## config.mk

```make
export PLATFORM = sky130hd
export DESIGN_NAME = c_string_literal_escaper
export DESIGN_NICKNAME = d
export VERILOG_FILES = /design/src/sv/cle_pkg.sv /design/src/sv/cle_queue.sv /design/src/sv/cle_front.sv /design/src/sv/cle_back.sv /design/src/sv/c_string_literal_escaper.sv
export VERILOG_INCLUDE_DIRS = /design/src /design/src/sv
export SDC_FILE = /design/constraint.sdc
export NUM_CORES = 1
export LEC_CHECK = 0
export BUFFER_PORTS_ARGS = -buffer_cell sky130_fd_sc_hd__buf_4
export CAP_MARGIN = 20
export CORE_ASPECT_RATIO = 2
export CORE_MARGIN = 8
export CORE_UTILIZATION = 45
export DETAILED_ROUTE_END_ITERATION = 7
export GPL_ROUTABILITY_DRIVEN = 0
export SYNTH_ARGS = -nofsm -noshare
export SYNTH_HDL_FRONTEND = slang
export SYNTH_SLANG_ARGS = --single-unit
export TNS_END_PERCENT = 50
```

## constraint.sdc

```tcl
create_clock -name clk -period 4.9 [get_ports clk]
set_input_delay 0.245 -clock clk [delete_from_list [all_inputs] [get_ports clk]]
set_output_delay 0.245 -clock clk [all_outputs]
set_load 0.02 [all_outputs]
```

## src/sv/c_string_literal_escaper_assert.svh

```systemverilog
// Assertion macros of the escaper, used by the back part.
`ifndef C_STRING_LITERAL_ESCAPER_ASSERT_SVH
`define C_STRING_LITERAL_ESCAPER_ASSERT_SVH

// Same-cycle implication, disabled while reset is asserted.
`define CLE_ASSERT_IMP(label, clk, rst_n, ante, cons) \
	label: assert property (@(posedge clk) disable iff (!rst_n) (ante) |-> (cons)) \
		else $error("escaper assertion failed");

// Next-cycle implication, disabled while reset is asserted.
`define CLE_ASSERT_NXT(label, clk, rst_n, ante, cons) \
	label: assert property (@(posedge clk) disable iff (!rst_n) (ante) |=> (cons)) \
		else $error("escaper assertion failed");

`endif

```

## src/sv/cle_pkg.sv

```systemverilog
// Types, character constants and helper functions of the string literal escaper.
`timescale 1ns / 1ps
`default_nettype none

package cle_pkg;

	// Character codes used in the literal text.
	localparam logic [7:0] CH_QUOTE  = 8'h22;
	localparam logic [7:0] CH_BSLASH = 8'h5C;
	localparam logic [7:0] CH_LF     = 8'h0A;
	localparam logic [7:0] CH_N      = 8'h6E;
	localparam logic [7:0] CH_ZERO   = 8'h30;
	localparam logic [7:0] NO_ESCAPE = 8'h00;

	// Reset value of the line length register.
	localparam logic [7:0] MAX_LINE_RESET = 8'd100;

	// Slots of the fixed output template; a job enables a subset of them.
	localparam int unsigned NUM_SLOTS   = 10;
	localparam int unsigned SLOT_OPEN   = 0;
	localparam int unsigned SLOT_BSLASH = 1;
	localparam int unsigned SLOT_CHAR   = 2;
	localparam int unsigned SLOT_NL_Q1  = 3;
	localparam int unsigned SLOT_NL_LF  = 4;
	localparam int unsigned SLOT_NL_Q2  = 5;
	localparam int unsigned SLOT_BRK_Q1 = 6;
	localparam int unsigned SLOT_BRK_LF = 7;
	localparam int unsigned SLOT_BRK_Q2 = 8;
	localparam int unsigned SLOT_CLOSE  = 9;

	// One classified input word: which template slots to send and the variable character.
	typedef struct packed {
		logic [NUM_SLOTS-1:0] mask;
		logic [7:0]           chr;
	} job_t;

	// Escape letter of a byte, or NO_ESCAPE when it is sent as itself.
	function automatic logic [7:0] escape_letter(input logic [7:0] b);
		logic [7:0] r;
		unique case (b)
			8'h00:   r = CH_ZERO;
			8'h07:   r = 8'h61;
			8'h08:   r = 8'h62;
			8'h0C:   r = 8'h66;
			8'h0A:   r = CH_N;
			8'h0D:   r = 8'h72;
			8'h09:   r = 8'h74;
			8'h0B:   r = 8'h76;
			8'h3F:   r = 8'h3F;
			8'h27:   r = 8'h27;
			8'h22:   r = 8'h22;
			8'h5C:   r = 8'h5C;
			default: r = NO_ESCAPE;
		endcase
		return r;
	endfunction

	// Byte of the template slot selected by a one-hot vector.
	function automatic logic [7:0] slot_byte(input logic [NUM_SLOTS-1:0] oh,
		input logic [7:0] chr);
		logic quote;
		logic lf;
		quote = oh[SLOT_OPEN] | oh[SLOT_NL_Q1] | oh[SLOT_NL_Q2] | oh[SLOT_BRK_Q1]
			| oh[SLOT_BRK_Q2] | oh[SLOT_CLOSE];
		lf = oh[SLOT_NL_LF] | oh[SLOT_BRK_LF];
		return ({8{quote}} & CH_QUOTE) | ({8{lf}} & CH_LF)
			| ({8{oh[SLOT_BSLASH]}} & CH_BSLASH) | ({8{oh[SLOT_CHAR]}} & chr);
	endfunction

endpackage

`default_nettype wire

```

## src/sv/cle_queue.sv

```systemverilog
// Small first-word-fall-through queue of jobs between the front and back parts.
`timescale 1ns / 1ps
`default_nettype none

module cle_queue #(
	parameter int unsigned DEPTH = 2
) (
	input  wire logic         clk,
	input  wire logic         arst_n,
	input  wire logic         push,
	input  cle_pkg::job_t     push_job,
	output logic              full,
	input  wire logic         pop,
	output logic              pop_valid,
	output cle_pkg::job_t     pop_job
);

	localparam int unsigned PTR_W = (DEPTH > 1) ? $clog2(DEPTH) : 1;
	localparam int unsigned CNT_W = $clog2(DEPTH + 1);

	cle_pkg::job_t mem_q [DEPTH];
	logic [PTR_W-1:0] wr_ptr_q;
	logic [PTR_W-1:0] rd_ptr_q;
	logic [CNT_W-1:0] count_q;
	logic do_push;
	logic do_pop;

	assign full      = (count_q == CNT_W'(DEPTH));
	assign pop_valid = (count_q != '0);
	assign pop_job   = mem_q[rd_ptr_q];
	assign do_push   = push && !full;
	assign do_pop    = pop && pop_valid;

	// Storage is written at the write pointer only.
	always_ff @(posedge clk) begin
		if (do_push) begin
			mem_q[wr_ptr_q] <= push_job;
		end
	end

	// Pointers wrap at the depth; the count tracks occupancy.
	always_ff @(posedge clk or negedge arst_n) begin
		if (!arst_n) begin
			wr_ptr_q <= '0;
			rd_ptr_q <= '0;
			count_q  <= '0;
		end else begin
			if (do_push) begin
				wr_ptr_q <= (wr_ptr_q == PTR_W'(DEPTH - 1)) ? '0 : wr_ptr_q + 1'b1;
			end
			if (do_pop) begin
				rd_ptr_q <= (rd_ptr_q == PTR_W'(DEPTH - 1)) ? '0 : rd_ptr_q + 1'b1;
			end
			unique case ({do_push, do_pop})
				2'b10:   count_q <= count_q + 1'b1;
				2'b01:   count_q <= count_q - 1'b1;
				default: count_q <= count_q;
			endcase
		end
	end

endmodule

`default_nettype wire

```

## src/sv/cle_front.sv

```systemverilog
// Front part: accepts input words, keeps the lookahead state and classifies each word into a job.
`timescale 1ns / 1ps
`default_nettype none

module cle_front (
	input  wire logic        clk,
	input  wire logic        arst_n,
	input  wire logic        cfg_wr_en,
	input  wire logic [7:0]  cfg_wr_data,
	input  wire logic        in_valid,
	output logic             in_ready,
	input  wire logic        in_mode,
	input  wire logic [7:0]  in_data,
	output logic             push,
	output cle_pkg::job_t    push_job,
	input  wire logic        q_full
);

	logic [7:0] max_line_q;
	logic       started_q;
	logic       held_valid_q;
	logic [7:0] held_byte_q;
	logic [7:0] line_count_q;

	logic       next_data;
	logic       held_nl;
	logic       split_nl;
	logic [7:0] esc;
	logic [7:0] count_after;
	logic       brk;
	logic [7:0] count_next;

	assign in_ready = !q_full;
	assign push     = in_valid && in_ready;

	// Classify the held byte against the incoming word.
	always_comb begin
		next_data   = !in_mode;
		held_nl     = (held_byte_q == cle_pkg::CH_LF);
		split_nl    = held_nl && next_data;
		esc         = cle_pkg::escape_letter(held_byte_q);
		count_after = split_nl ? 8'd0 : line_count_q + 8'd1;
		brk         = held_valid_q && (count_after == max_line_q)
			&& !(next_data && in_data == cle_pkg::CH_LF);
		count_next  = brk ? 8'd0 : count_after;
	end

	// Build the slot mask of the job.
	always_comb begin
		push_job      = '0;
		push_job.chr  = (esc != cle_pkg::NO_ESCAPE) ? esc : held_byte_q;
		push_job.mask[cle_pkg::SLOT_OPEN]   = !started_q;
		push_job.mask[cle_pkg::SLOT_BSLASH] = held_valid_q && (esc != cle_pkg::NO_ESCAPE);
		push_job.mask[cle_pkg::SLOT_CHAR]   = held_valid_q;
		push_job.mask[cle_pkg::SLOT_NL_Q1]  = held_valid_q && split_nl;
		push_job.mask[cle_pkg::SLOT_NL_LF]  = held_valid_q && split_nl;
		push_job.mask[cle_pkg::SLOT_NL_Q2]  = held_valid_q && split_nl;
		push_job.mask[cle_pkg::SLOT_BRK_Q1] = brk;
		push_job.mask[cle_pkg::SLOT_BRK_LF] = brk;
		push_job.mask[cle_pkg::SLOT_BRK_Q2] = brk;
		push_job.mask[cle_pkg::SLOT_CLOSE]  = in_mode;
	end

	// Configuration register.
	always_ff @(posedge clk or negedge arst_n) begin
		if (!arst_n) begin
			max_line_q <= cle_pkg::MAX_LINE_RESET;
		end else if (cfg_wr_en) begin
			max_line_q <= cfg_wr_data;
		end
	end

	// Literal state: an end word resets it, a data word becomes the held byte.
	always_ff @(posedge clk or negedge arst_n) begin
		if (!arst_n) begin
			started_q    <= 1'b0;
			held_valid_q <= 1'b0;
			held_byte_q  <= 8'd0;
			line_count_q <= 8'd0;
		end else if (push) begin
			started_q <= !in_mode;
			if (in_mode) begin
				held_valid_q <= 1'b0;
				held_byte_q  <= 8'd0;
				line_count_q <= 8'd0;
			end else begin
				held_valid_q <= 1'b1;
				held_byte_q  <= in_data;
				if (held_valid_q) begin
					line_count_q <= count_next;
				end
			end
		end
	end

endmodule

`default_nettype wire

```

## src/sv/cle_back.sv

```systemverilog
// Back part: walks each job's slot mask and sends one literal byte per cycle while the sink is ready.
`timescale 1ns / 1ps
`default_nettype none

`include "c_string_literal_escaper_assert.svh"

module cle_back (
	input  wire logic        clk,
	input  wire logic        arst_n,
	input  wire logic        q_valid,
	input  cle_pkg::job_t    q_job,
	output logic             q_pop,
	output logic             out_valid,
	input  wire logic        out_ready,
	output logic [7:0]       out_byte,
	output logic             out_last
);

	logic [cle_pkg::NUM_SLOTS-1:0] mask_q;
	logic [7:0]                    chr_q;
	logic                          out_valid_q;
	logic [7:0]                    out_byte_q;
	logic                          out_last_q;

	logic                          have;
	logic                          out_free;
	logic                          emit;
	logic [cle_pkg::NUM_SLOTS-1:0] first_oh;
	logic [cle_pkg::NUM_SLOTS-1:0] mask_after;

	assign out_valid = out_valid_q;
	assign out_byte  = out_byte_q;
	assign out_last  = out_last_q;

	// Pick the lowest pending slot and decide whether the next job is loaded.
	always_comb begin
		have       = (mask_q != '0);
		out_free   = !out_valid_q || out_ready;
		emit       = have && out_free;
		first_oh   = mask_q & (~mask_q + 1'b1);
		mask_after = mask_q & ~first_oh;
		q_pop      = q_valid && (!have || (emit && mask_after == '0));
	end

	// Current job.
	always_ff @(posedge clk or negedge arst_n) begin
		if (!arst_n) begin
			mask_q <= '0;
		end else if (q_pop) begin
			mask_q <= q_job.mask;
		end else if (emit) begin
			mask_q <= mask_after;
		end
	end

	always_ff @(posedge clk) begin
		if (q_pop) begin
			chr_q <= q_job.chr;
		end
	end

	// Output register: holds a word until the sink takes it.
	always_ff @(posedge clk or negedge arst_n) begin
		if (!arst_n) begin
			out_valid_q <= 1'b0;
		end else if (emit) begin
			out_valid_q <= 1'b1;
		end else if (out_ready) begin
			out_valid_q <= 1'b0;
		end
	end

	always_ff @(posedge clk) begin
		if (emit) begin
			out_byte_q <= cle_pkg::slot_byte(first_oh, chr_q);
			out_last_q <= first_oh[cle_pkg::SLOT_CLOSE];
		end
	end

	// The closing word is always a quote.
	`CLE_ASSERT_IMP(a_last_is_quote, clk, arst_n, out_valid_q && out_last_q,
		out_byte_q == cle_pkg::CH_QUOTE)
	// Every job carries at least one byte.
	`CLE_ASSERT_IMP(a_job_not_empty, clk, arst_n, q_pop, q_job.mask != '0)
	// An idle back part picks up a waiting job at once.
	`CLE_ASSERT_NXT(a_idle_loads, clk, arst_n, q_valid && !have, mask_q != '0)

endmodule

`default_nettype wire

```

## src/sv/c_string_literal_escaper.sv

```systemverilog
// The first word caused by an input word passes the queue write at the accepting edge, the
// job load and the output register before it is valid, when the back part is idle.
// Throughput: one output word per cycle while the sink is ready; an input word causes one
// to eight output words, and input is taken every cycle while the job queue has room, so
// the output port sets the rate.
// Reset: arst_n clears the literal state, the queue and the output; max_line returns to 100.
`timescale 1ns / 1ps
`default_nettype none

module c_string_literal_escaper #(
	parameter int unsigned QUEUE_DEPTH = 2
) (
	input  wire logic        clk,
	input  wire logic        arst_n,
	input  wire logic        cfg_wr_en,
	input  wire logic [7:0]  cfg_wr_data,
	input  wire logic        s_axis_tvalid,
	output logic             s_axis_tready,
	input  wire logic [7:0]  s_axis_tdata,   // [7:0] data_byte
	input  wire logic [0:0]  s_axis_tuser,   // [0] mode
	output logic             m_axis_tvalid,
	input  wire logic        m_axis_tready,
	output logic [7:0]       m_axis_tdata,   // [7:0] out_byte
	output logic             m_axis_tlast
);

	logic          push;
	cle_pkg::job_t push_job;
	logic          q_full;
	logic          q_pop;
	logic          q_valid;
	cle_pkg::job_t q_job;

	// Front part: lookahead state and classification.
	cle_front u_front (
		.clk         (clk),
		.arst_n      (arst_n),
		.cfg_wr_en   (cfg_wr_en),
		.cfg_wr_data (cfg_wr_data),
		.in_valid    (s_axis_tvalid),
		.in_ready    (s_axis_tready),
		.in_mode     (s_axis_tuser[0]),
		.in_data     (s_axis_tdata),
		.push        (push),
		.push_job    (push_job),
		.q_full      (q_full)
	);

	// Job queue between the two parts.
	cle_queue #(
		.DEPTH (QUEUE_DEPTH)
	) u_queue (
		.clk       (clk),
		.arst_n    (arst_n),
		.push      (push),
		.push_job  (push_job),
		.full      (q_full),
		.pop       (q_pop),
		.pop_valid (q_valid),
		.pop_job   (q_job)
	);

	// Back part: byte sequencer and output register.
	cle_back u_back (
		.clk       (clk),
		.arst_n    (arst_n),
		.q_valid   (q_valid),
		.q_job     (q_job),
		.q_pop     (q_pop),
		.out_valid (m_axis_tvalid),
		.out_ready (m_axis_tready),
		.out_byte  (m_axis_tdata),
		.out_last  (m_axis_tlast)
	);

endmodule

`default_nettype wire

```

### After elaboration in Yosys (flattened, before gate mapping)

Memories as Yosys holds them, arrays and structs flattened.
Cells that the tools add are included.

| word-level totals | value |
|---|---|
| memory bits (writable) | 36 |
| bits of input ports | 22 |
| bits in latches | 0 |
| ROM bits | 0 |
| logic and storage cells | 97 |
| memories | 1 |
| output and inout port bits | 11 |
| flip-flop bits (word level) | 58 |

Memory list:

| name | depth | width | read ports | clocked after memory_dff | wr ports | line | source |
|---|---|---|---|---|---|---|---|
| u_queue.mem_q | 2 | 18 | 1 | 0 | 1 | cle_queue.sv:21 | `cle_pkg::job_t mem_q [DEPTH];` |

| operators by class | value |
|---|---|
| $add $sub $neg | 6 |
| shift operators | 0 |
| reductions and logical operators | 30 |
| bitwise gates (word level) | 14 |
| multipliers | 0 |
| $lt $le $gt $ge | 0 |
| divide/modulo/power cells | 0 |
| muxes and demuxes | 17 |
| equal/unequal tests | 16 |

Operators by type and width:

| kind | count |
|---|---|
| $pmux 7 s12 | 1 |
| $eq 8x4->1 const B | 7 |
| $mux 8 | 6 |
| $eq 8x6->1 const B | 3 |
| $and 10x10->10 | 2 |
| $mux 10 | 2 |
| $not 10->10 | 2 |
| $logic_and 1x1->1 | 12 |
| $add 10x1->10 const B | 1 |
| $logic_not 10->1 | 1 |
| $reduce_bool 10->1 | 1 |
| $reduce_bool 2->1 | 5 |
| $add 8x1->8 const B | 1 |
| $and 8x8->8 | 1 |
| $eq 8x3->1 const B | 1 |
| $eq 8x7->1 const B | 1 |
| $eq 8x8->1 | 1 |
| $logic_not 8->1 | 1 |
| $or 8x7->8 | 1 |
| $or 8x8->8 | 1 |
| $reduce_bool 8->1 | 1 |
| $mux 1 | 7 |
| $logic_not 1->1 | 6 |
| $or 1x1->1 | 6 |
| 9 further kinds | 12 |

### Depth between registers and ports, before layout

Gate-level depths: netlist (run 1).

| logic depth | value |
|---|---|
| depth in word-level cells | 12 |
| gate-level depth with buffers | 12 |
| mapped depth without buffers | 9 |

### Modules after synthesis

A second synthesis (run 1) with hierarchy kept.

| second synthesis, totals | value |
|---|---|
| cells, all modules | 401 |
| area, all modules | 4647.0 µm² |

By module, submodules not included:

| module | times used | area each (µm²) | cells an instance | sequential area each (µm²) |
|---|---|---|---|---|
| cle_front | 1 | 1875.5 | 213 | 629.4 |
| cle_queue | 1 | 1505.2 | 74 | 1181.1 |
| cle_back | 1 | 1266.2 | 114 | 785.8 |

### Worst setup path before layout (run 1)

No wires, ideal clock.

| timing path | value |
|---|---|
| path type | reg2reg |
| from | register u_back.mask_q[1] in the netlist's numbering |
| to | register u_queue.count_q[1] |
| buffers on the path | 3 |
| data arrival time | 2.435 ns |
| stages on the path, launching flop included | 12 |
| setup slack | 2.386 ns |
| required time | 4.821 ns |
| clock period less this slack | 2.514 ns |
| cells stage by stage | dfrtp_1 buf_6 or4_4 buf_6 a2111oi_2 o311ai_1 a21o_1 buf_6 inv_1 ha_1 nor2_1 xor2_1 |

| between the ends | value |
|---|---|
| cells in the longest elaborated chain, start to end | 12 |
| elaborated cells on any way between the ends | 17 |
| those cells by class | add/sub (1); eq/ne (2); mux (1); bitwise (4); reduce/logical (9) |

Ends and longest elaborated chain:

| what | line | source |
|---|---|---|
| start: declaration | cle_back.sv:19 | `logic [cle_pkg::NUM_SLOTS-1:0] mask_q;` |
| start signal: assignment | cle_back.sv:50 | `mask_q <= q_job.mask;` |
| start signal: assignment | cle_back.sv:52 | `mask_q <= mask_after;` |
| $not 10->10 | cle_back.sv:40 | `first_oh = mask_q & (~mask_q + 1'b1);` |
| $add 10x1->10 | cle_back.sv:40 |  |
| $and 10x10->10 | cle_back.sv:40 |  |
| $not 10->10 | cle_back.sv:41 | `mask_after = mask_q & ~first_oh;` |
| $and 10x10->10 | cle_back.sv:41 |  |
| $logic_not 10->1 | cle_back.sv:42 | `q_pop = q_valid && (!have \|\| (emit && mask_after == '0));` |
| $logic_and 1x1->1 | cle_back.sv:42 |  |
| $logic_or 1x1->1 (*) | cle_back.sv:42 |  |
| $logic_and 1x1->1 (*) | cle_back.sv:42 |  |
| $logic_and 1x1->1 (*) | cle_queue.sv:32 | `assign do_pop = pop && pop_valid;` |
| $eq 2x1->1 or $eq 2x2->1 (tied branches) | cle_queue.sv:54 | `unique case ({do_push, do_pop})` |
| $pmux 2 s2 or $reduce_bool 2->1 (tied branches) | n/a |  |
| end signal: assignment | cle_queue.sv:55 | `2'b10: count_q <= count_q + 1'b1;` |
| end signal: assignment | cle_queue.sv:56 | `2'b01: count_q <= count_q - 1'b1;` |
| end signal: assignment | cle_queue.sv:57 | `default: count_q <= count_q;` |
| end: declaration | cle_queue.sv:24 | `logic [CNT_W-1:0] count_q;` |

Mark *: on every way between the ends. The rest lies on a longest branch, timed or not.
A chain may end at the register's enable or synchronous reset.

### Final worst setup path (run 1)

| timing path | value |
|---|---|
| from | register u_back.mask_q[0] in the netlist's numbering |
| to | register u_queue.count_q[1] |

Same word-level chain as after synthesis.

==> qor.yml, run 1 <==
status: "complete, no violations"
clock_latency_ps: 330
syn_avg_cell_area_sq_um: 11.3
avgRoutedWirePerCell_microns: 16.2
hold_depth: 3
irDropWorstVdd_v: 0.000252
crit_type: "reg2reg"
grt_start_max_net_pins: 41
pin_count: 33
grt-busiest-layer: "met2"
final_util: 0.528
gr-usage-met1: 0.118
worstPathMaxFanout: 12
port_buffers: 32
path_cells: "or4_4 > a2111oi_2 > o311ai_1 > a21o_1 > inv_1 > ha_1 > nor2_1 > xor2_1"
critPathBufInv: 1
clock-skew-final_ps: 7.08
swShare: 0.331
pwr-share-clk: 0.267
area_growth_pct: 15.3
cts_tree: "done"
dieHeight_microns: 151
drtPass1Iterations: 5
gr-total-overflow: 0
period_share: 0.565
min_to: "u_front.max_line_q[1]"
hp-class: "in2reg"
slew_headroom: 0.498
end_kind: "flip-flop"
clock_sinks: 85
fin_setup_tns_ps: 0
routed_via_density: 5.65
worst_r2r_startpoint: "u_back.mask_q[0]"
initial_core_util: 0.458
yosys_warnings: 0
drt_wl_total_mm: 8.02
p_per_area_mw_per_mm2: 587
rrSetupSlack_ps: 2130
p_switching_mw: 0.918
ys_seq_area_frac: 0.575
async_flop_share: 0.471
cts_buffers: 9
power_frac_comb: 0.291
required_ps: 5150
nFillCells: 814
reg2reg_depth: 8
track_usage: 0.133
synth_cell_types: 59
tightest_slew_ps: 749
layout-drive-gt1-share: 0.204
ant_nets: 0
antenna_found_initial: 0
fp.dieArea_sq_mm: 0.0126
finalSetupViolations: 0
dp.final_hpwl_mm: 5.96
cts_buffer_depth: 2
internal-power_mw: 1.86
rows: 49
multi_input_area_sq_mm: 0.00161
cp-start-kind: "flip-flop"
clk_pin_slew_worst_paths_ps: 60
synth_fp_nets: 387
crit_path_max_incr_delay_ps: 640
seqPwrFrac: 0.441
slew_violations: 0
syn-cell-area_sq_mm: 0.00410
htree_levels: 3
drt_iter0_drc: 108
drc: 0
worstPathArrival_ps: 3020
grt_pass1_wl_mm: 13.5
final_common_cell: "edfxtp_1"
whs_ps: 126
met3_usage: 0.0415
dieWidth_microns: 83.5
use_met2: 0.260
timing.rr.end: "u_queue.count_q[1]"
ys_ff_latch: 85
fin_nets: 412
cap_violations: 0
hold_viol: 0
path_delay_family: "compound AO/OA/AOI/OAI gates"
rsz0062_at_grt: "false"
synth_edf_count: 45
via_count: 2798
seq_area_sq_mm: 0.00236
root_buffer: "clkbuf_16"
synth-main-ff-cell: "edfxtp_1"
core_area_sq_mm: 0.00895
min-delay-start: "cfg_wr_data[1]"
period_needed_ps: 2770
placed_cells: 478
cp_slowest_cell: "or4_4"
layoutNonFillerInstCount: 495
grt_pass1_vias: 2875
layout_common_cells: "edfxtp_1 (45), dfrtp_1 (37), nand2_1 (35), buf_4 (32), o21ai_0 (22)"
synth_cells: 363
cellLeakagePower_nw: 1.89
fmaxAchievable_mhz: 361
antennaDiodeCount: 0
==> power groups by stage <==
stage / clock, mW / sequential, mW / combinational (mW)
finish: 0.741 / 1.22 / 0.808
global route: 0.787 / 1.26 / 0.898
detailed placement: 0 / 1.24 / 0.810
floorplan: 0 / 1.15 / 0.693
CTS: 0.761 / 1.22 / 0.816
global placement: 0 / 1.23 / 0.789
==> worst min-delay path, cell delays in order <==
cell	delay, ps
buf_4	70
nand2_1	40
o21ai_0	60
==> repair_timing <==
action                                 CTS  global route
buffers inserted                         0             0
hold buffers                             1             0
endpoints found under the hold margin   37             0
resized for setup                        0             0
setup endpoints to repair                0             0
==> state kept, by name (all words and copies together) (netlist names) <==
name                  cells
u_front.max_line_q        8
u_queue.rd_ptr_q          1
u_front.held_byte_q       8
u_back.chr_q              8
u_back.out_byte           8
u_back.out_last           1
u_back.out_valid          1
u_queue.count_q           2
u_queue.wr_ptr_q          1
u_front.line_count_q      8
u_queue.mem_q            28
u_front.held_valid_q      1
u_back.mask_q            10
==> per-layer routing <==
metal / share of wire / up-vias / wire length [microns]
met5: 0 / - / 0
met4: 0.017 / 0 / 140
met3: 0.041 / 13 / 330
met2: 0.58 / 56 / 4630
met1: 0.36 / 1349 / 2910
li1: - / 1380 / -
==> cell type report <==
class | instances | area share
inverters | 10 | 0.00795
flip-flops and latches | 85 | 0.499
multi-input cells | 248 | 0.340
well taps | 102 | 0.0270
clock buffers | 11 | 0.0535
clock inverters | 5 | 0.0172
repair buffers | 34 | 0.0554
==> kinds of logic after synthesis <==
| group | synth area share |
|---|---|
| buffers and inverters | 0.0330 |
| XOR/XNOR | 0.0192 |
| adder cells (fa/ha/maj) | 0.00855 |
| AO/OA/AOI/OAI | 0.133 |
| AND/OR/NAND/NOR | 0.177 |
| flip-flops | 0.575 |
| multiplexers | 0.0538 |
==> how the worst max path moves through the flow <==
stage	start	endpoint	slack [ps]	depth (start not counted)
2_1_floorplan	u_back.mask_q[1]	u_queue.count_q[1]	2390	11
3_3_place_gp	u_back.mask_q[0]	u_queue.count_q[1]	2260	8
3_5_place_dp	u_back.mask_q[0]	u_queue.count_q[1]	2160	8
4_1_cts	u_back.mask_q[0]	u_queue.count_q[1]	2140	8
5_1_grt	u_back.mask_q[2]	u_queue.count_q[1]	1920	8
6_report	u_back.mask_q[0]	u_queue.count_q[1]	2130	8
==> synth_stat cells (2+ instances only) <==
cell | instances | share of area
a211oi_1 | 5 | 0.0092
a21o_1 | 13 | 0.024
a21oi_1 | 13 | 0.016
a31oi_1 | 2 | 0.0031
and2_1 | 3 | 0.0046
and3_1 | 4 | 0.0061
buf_1 | 2 | 0.0018
buf_6 | 3 | 0.0082
clkbuf_1 | 15 | 0.014
dfrtp_1 | 37 | 0.23
dfstp_2 | 3 | 0.019
edfxtp_1 | 45 | 0.33
ha_1 | 2 | 0.0061
inv_1 | 10 | 0.0092
mux2_2 | 16 | 0.044
mux2i_1 | 4 | 0.0098
nand2_1 | 35 | 0.032
nand2b_1 | 15 | 0.023
nand3_1 | 10 | 0.012
nand3b_1 | 4 | 0.0073
nand4_1 | 3 | 0.0046
nor2_1 | 20 | 0.018
nor2b_1 | 4 | 0.0061
nor3_1 | 5 | 0.0061
nor3b_1 | 4 | 0.0073
nor4_1 | 7 | 0.011
o211ai_1 | 2 | 0.0037
o21ai_0 | 22 | 0.027
o21ai_1 | 7 | 0.0086
o31ai_1 | 3 | 0.0055
or2_2 | 3 | 0.0046
or3_1 | 8 | 0.012
xnor2_1 | 6 | 0.013
xor2_1 | 3 | 0.0064
==> stage by stage <==
step | area [sq um] | power [mW] | setup WS, ps
after floorplan | 4100 | 1.84 | 2390
after global placement | 4370 | 2.02 | 2260
after detailed placement | 4380 | 2.05 | 2160
after CTS | 4720 | 2.80 | 2140
after global routing | 4720 | 2.94 | 1920
final | 4720 | 2.77 | 2130
No activity file was read; power rests on OpenSTA's default activity.
==> run 2: changes to the inputs <==
- ABC_AREA: default -> 1
- PLACE_DENSITY: default -> 0.65
- clock period: 4.9 -> 2.39 ns (I/O delays scaled with it)
==> run 2 against run 1 <==
Net effect: sequential share of layout area fell by 3.3 points; critical path type unchanged; sequential power is 100% higher; largest cell class unchanged; final area increased by 7.1%; clock skew barely moved; largest power group unchanged; via count grew 21%; non-clock buffer count rose by 14.
==> qor.yml, run 2 <==
syn_avg_cell_area_sq_um: 8.56  # -24%
synth_edf_count: 45  # unchanged
yosysTopAreaCellShare: 0.316  # -0.0141
hp-class: "in2reg"
yosys.area.top_type: "edfxtp_1"
cts_buffer_depth: 2  # unchanged
timing.rr.end: "u_queue.count_q[1]"
core_area_sq_mm: 0.00932  # +4.1%
multi_input_area_sq_mm: 0.00165  # +3.0%
worst_r2r_startpoint: "u_back.mask_q[0]"
clk_pin_slew_worst_paths_ps: 70  # about the same
end_kind: "flip-flop"
grt_start_max_net_pins: 41  # unchanged
cpMostUsedCell: "nand2_2"
placed_cells: 634  # +33%
fin_setup_tns_ps: 0  # unchanged
p_per_area_mw_per_mm2: 1200  # +100%
yosysMostFrequentCell: "nand2_1"
crit_path_max_incr_delay_ps: 410  # -230 ps
status: "complete, no violations"
track_usage: 0.145  # +0.0120
async_flop_share: 0.471  # unchanged
period_share: 0.901  # +0.337
cp_slowest_cell: "dfrtp_1"
cts_buffers: 9  # unchanged
layout-drive-gt1-share: 0.172  # -0.0315
slew_headroom: 0.565  # +0.0669
drtPass1Iterations: 4  # -1
yosys-top-cells-count: "nand2_1 (169), inv_1 (55), edfxtp_1 (45)"
clock_latency_ps: 340  # about the same
irDropWorstVdd_v: 0.000524  # +110%
drt_iter0_drc: 103  # -4.6%
ys_seq_area_frac: 0.551  # -0.0246
path_cells: "nor2_4 > nand2_2 > or2_4 > nand2_1 > nand3_1 > nand2_2 > nand2_4 > inv_2 > ha_1 > a21oi_1 > o21ai_1 > xnor2_1"
crit_start: "u_back.mask_q[0]"
routed_via_density: 5.13  # -9.3%
avgRoutedWirePerCell_microns: 13.2  # -19%
synth_cell_types: 39  # -34%
synth_area_leaders: "edfxtp_1 (32%), dfrtp_1 (22%), nand2_1 (15%)"
synth_fp_nets: 524  # +35%
grt_pass1_wl_mm: 14.7  # +9.3%
final_util: 0.543  # +0.0151
hold_viol: 0  # unchanged
clock_sinks: 85  # unchanged
whs_ps: 0.559  # -125 ps
rrSetupSlack_ps: 240  # -1900 ps
cts_tree: "done"
crit_end: "u_queue.count_q[1]"
worstPathMaxFanout: 7  # -5
layout_common_cells: "nand2_1 (169), inv_1 (55), edfxtp_1 (45), nand3_1 (43), nor2_1 (41)"
ys_ff_latch: 85  # unchanged
cap_violations: 0  # unchanged
slew_violations: 0  # unchanged
layoutNonFillerInstCount: 662  # +34%
antenna_found_initial: 0  # unchanged
grt_pass1_vias: 3355  # +17%
yosys_warnings: 0  # unchanged
crit_type: "reg2reg"
ant_nets: 0  # unchanged
rows: 50  # +2.0%
dieHeight_microns: 154  # +2.0%
required_ps: 2610  # -2540 ps
drt_wl_total_mm: 8.72  # +8.8%
via_count: 3393  # +21%
syn-cell-area_sq_mm: 0.00428  # +4.5%
fin_total_pwr_mw: 6.09  # +120%
pin_count: 33  # unchanged
dieWidth_microns: 85.0  # +1.8%
synth_cells: 500  # +38%
seq_area_sq_mm: 0.00236  # about the same
synth-main-ff-cell: "edfxtp_1"
largest-register: "u_queue.mem_q"
clock-skew-final_ps: 7.28  # +0.195 ps
antennaDiodeCount: 0  # unchanged
largest_reg_flops: 28  # unchanged
largestRegisters: "u_queue.mem_q: 28 flops, u_back.mask_q: 10 flops"
worstPathArrival_ps: 2370  # -650 ps
port_buffers: 32  # unchanged
finalSetupViolations: 0  # unchanged
cellLeakagePower_nw: 2.45  # +30%
final_common_cell: "nand2_1"
area_growth_pct: 18.2
tightest_slew_ps: 649  # -101 ps
fmaxAchievable_mhz: 464  # +28%
gr-total-overflow: 0  # unchanged
reg2reg_depth: 12  # +4
period_needed_ps: 2150  # -612 ps
nFillCells: 859  # +5.5%
initial_core_util: 0.459  # +0.00141
htree_levels: 3  # unchanged
dp.final_hpwl_mm: 6.72  # +13%
fp.dieArea_sq_mm: 0.0131  # +3.8%
root_buffer: "clkbuf_16"
cp-start-kind: "flip-flop"
fin_nets: 577  # +40%
drc: 0  # unchanged
[run 2: cell count changes after synthesis, moves of 7 or more]
| cell | change |
|---|---|
| a21oi_1 | -9 |
| a21o_1 | -12 |
| nand4_1 | +9 |
| or3_1 | -8 |
| clkbuf_1 | -11 |
| nor2_1 | +23 |
| nand2_1 | +134 |
| inv_2 | +9 |
| nand2b_1 | -15 |
| mux2_2 | -16 |
| nand3_1 | +33 |
| nand2_2 | +7 |
| inv_1 | +45 |
[run 2: timing repair]
item / in CTS / in global routing
gates resized for setup: 0 / 6
setup endpoints to repair: 0 / 1
hold endpoints to repair: 46 / 0
hold buffers: 9 / 0
setup buffers: 0 / 3
[run 2: worst min-delay path by stage]
| stage | from | endpoint | cells past startpoint |
|---|---|---|---|
| after floorplan | arst_n | u_back.mask_q[0] | 0 |
| after global placement | arst_n | u_front.held_byte_q[1] | 1 |
| after detailed placement | arst_n | u_front.held_byte_q[4] | 1 |
| after CTS | cfg_wr_data[5] | u_front.max_line_q[5] | 3 |
| after global routing | cfg_wr_data[5] | u_front.max_line_q[5] | 3 |
| final | cfg_wr_data[5] | u_front.max_line_q[5] | 3 |
[run 2: final cells by class]
class                   count  area share
repair buffers             48      0.0757
clock inverters             6      0.0106
clock buffers              10      0.0453
flip-flops and latches     85       0.466
multi-input cells         342       0.327
well taps                 104      0.0257
inverters                  67      0.0497
[run 2: kinds of logic (layout without fill, tap and decap cells)]
kind of cell,count (synthesis),after routing,synth area share
AOI/OAI and AO/OA,36,36,0.0485
xor gates and xnor gates,3,3,0.00614
and+or+nand+nor,301,301,0.323
adders and majority gates,2,2,0.00585
DFF,85,85,0.551
buffers and inverters,73,131,0.0658
[run 2: worst max-delay path, delay by kind of cell, from the launching register on]
family | cells | cell delay, ps
flops | 1 | 410
buf+inv | 1 | 100
compound gates | 2 | 210
fa+ha+maj | 1 | 260
xor+xnor | 1 | 130
simple gates | 7 | 920
[run 2: where the power goes]
part           leakage, nW  switching, mW  internal (mW)
logic                 1.37           1.49          0.785
registers            0.939          0.292           2.20
clock network        0.136          0.593          0.724
total                 2.45           2.38           3.71
[run 2: metal layers]
layer / vias up / share of wire / global-route usage
met5: - / 0 / 0
met4: 0 / 0.043 / 0.103
met3: 30 / 0.034 / 0.0347
met2: 70 / 0.57 / 0.281
met1: 1560 / 0.35 / 0.119
li1: 1733 / - / -
[run 2: through the flow]
step,area [sq um],setup WS [ps]
2_1_floorplan,4280,385
3_3_place_gp,4650,250
3_5_place_dp,4650,163
4_1_cts,5020,158
5_1_grt,5060,-0.154
6_report,5060,236
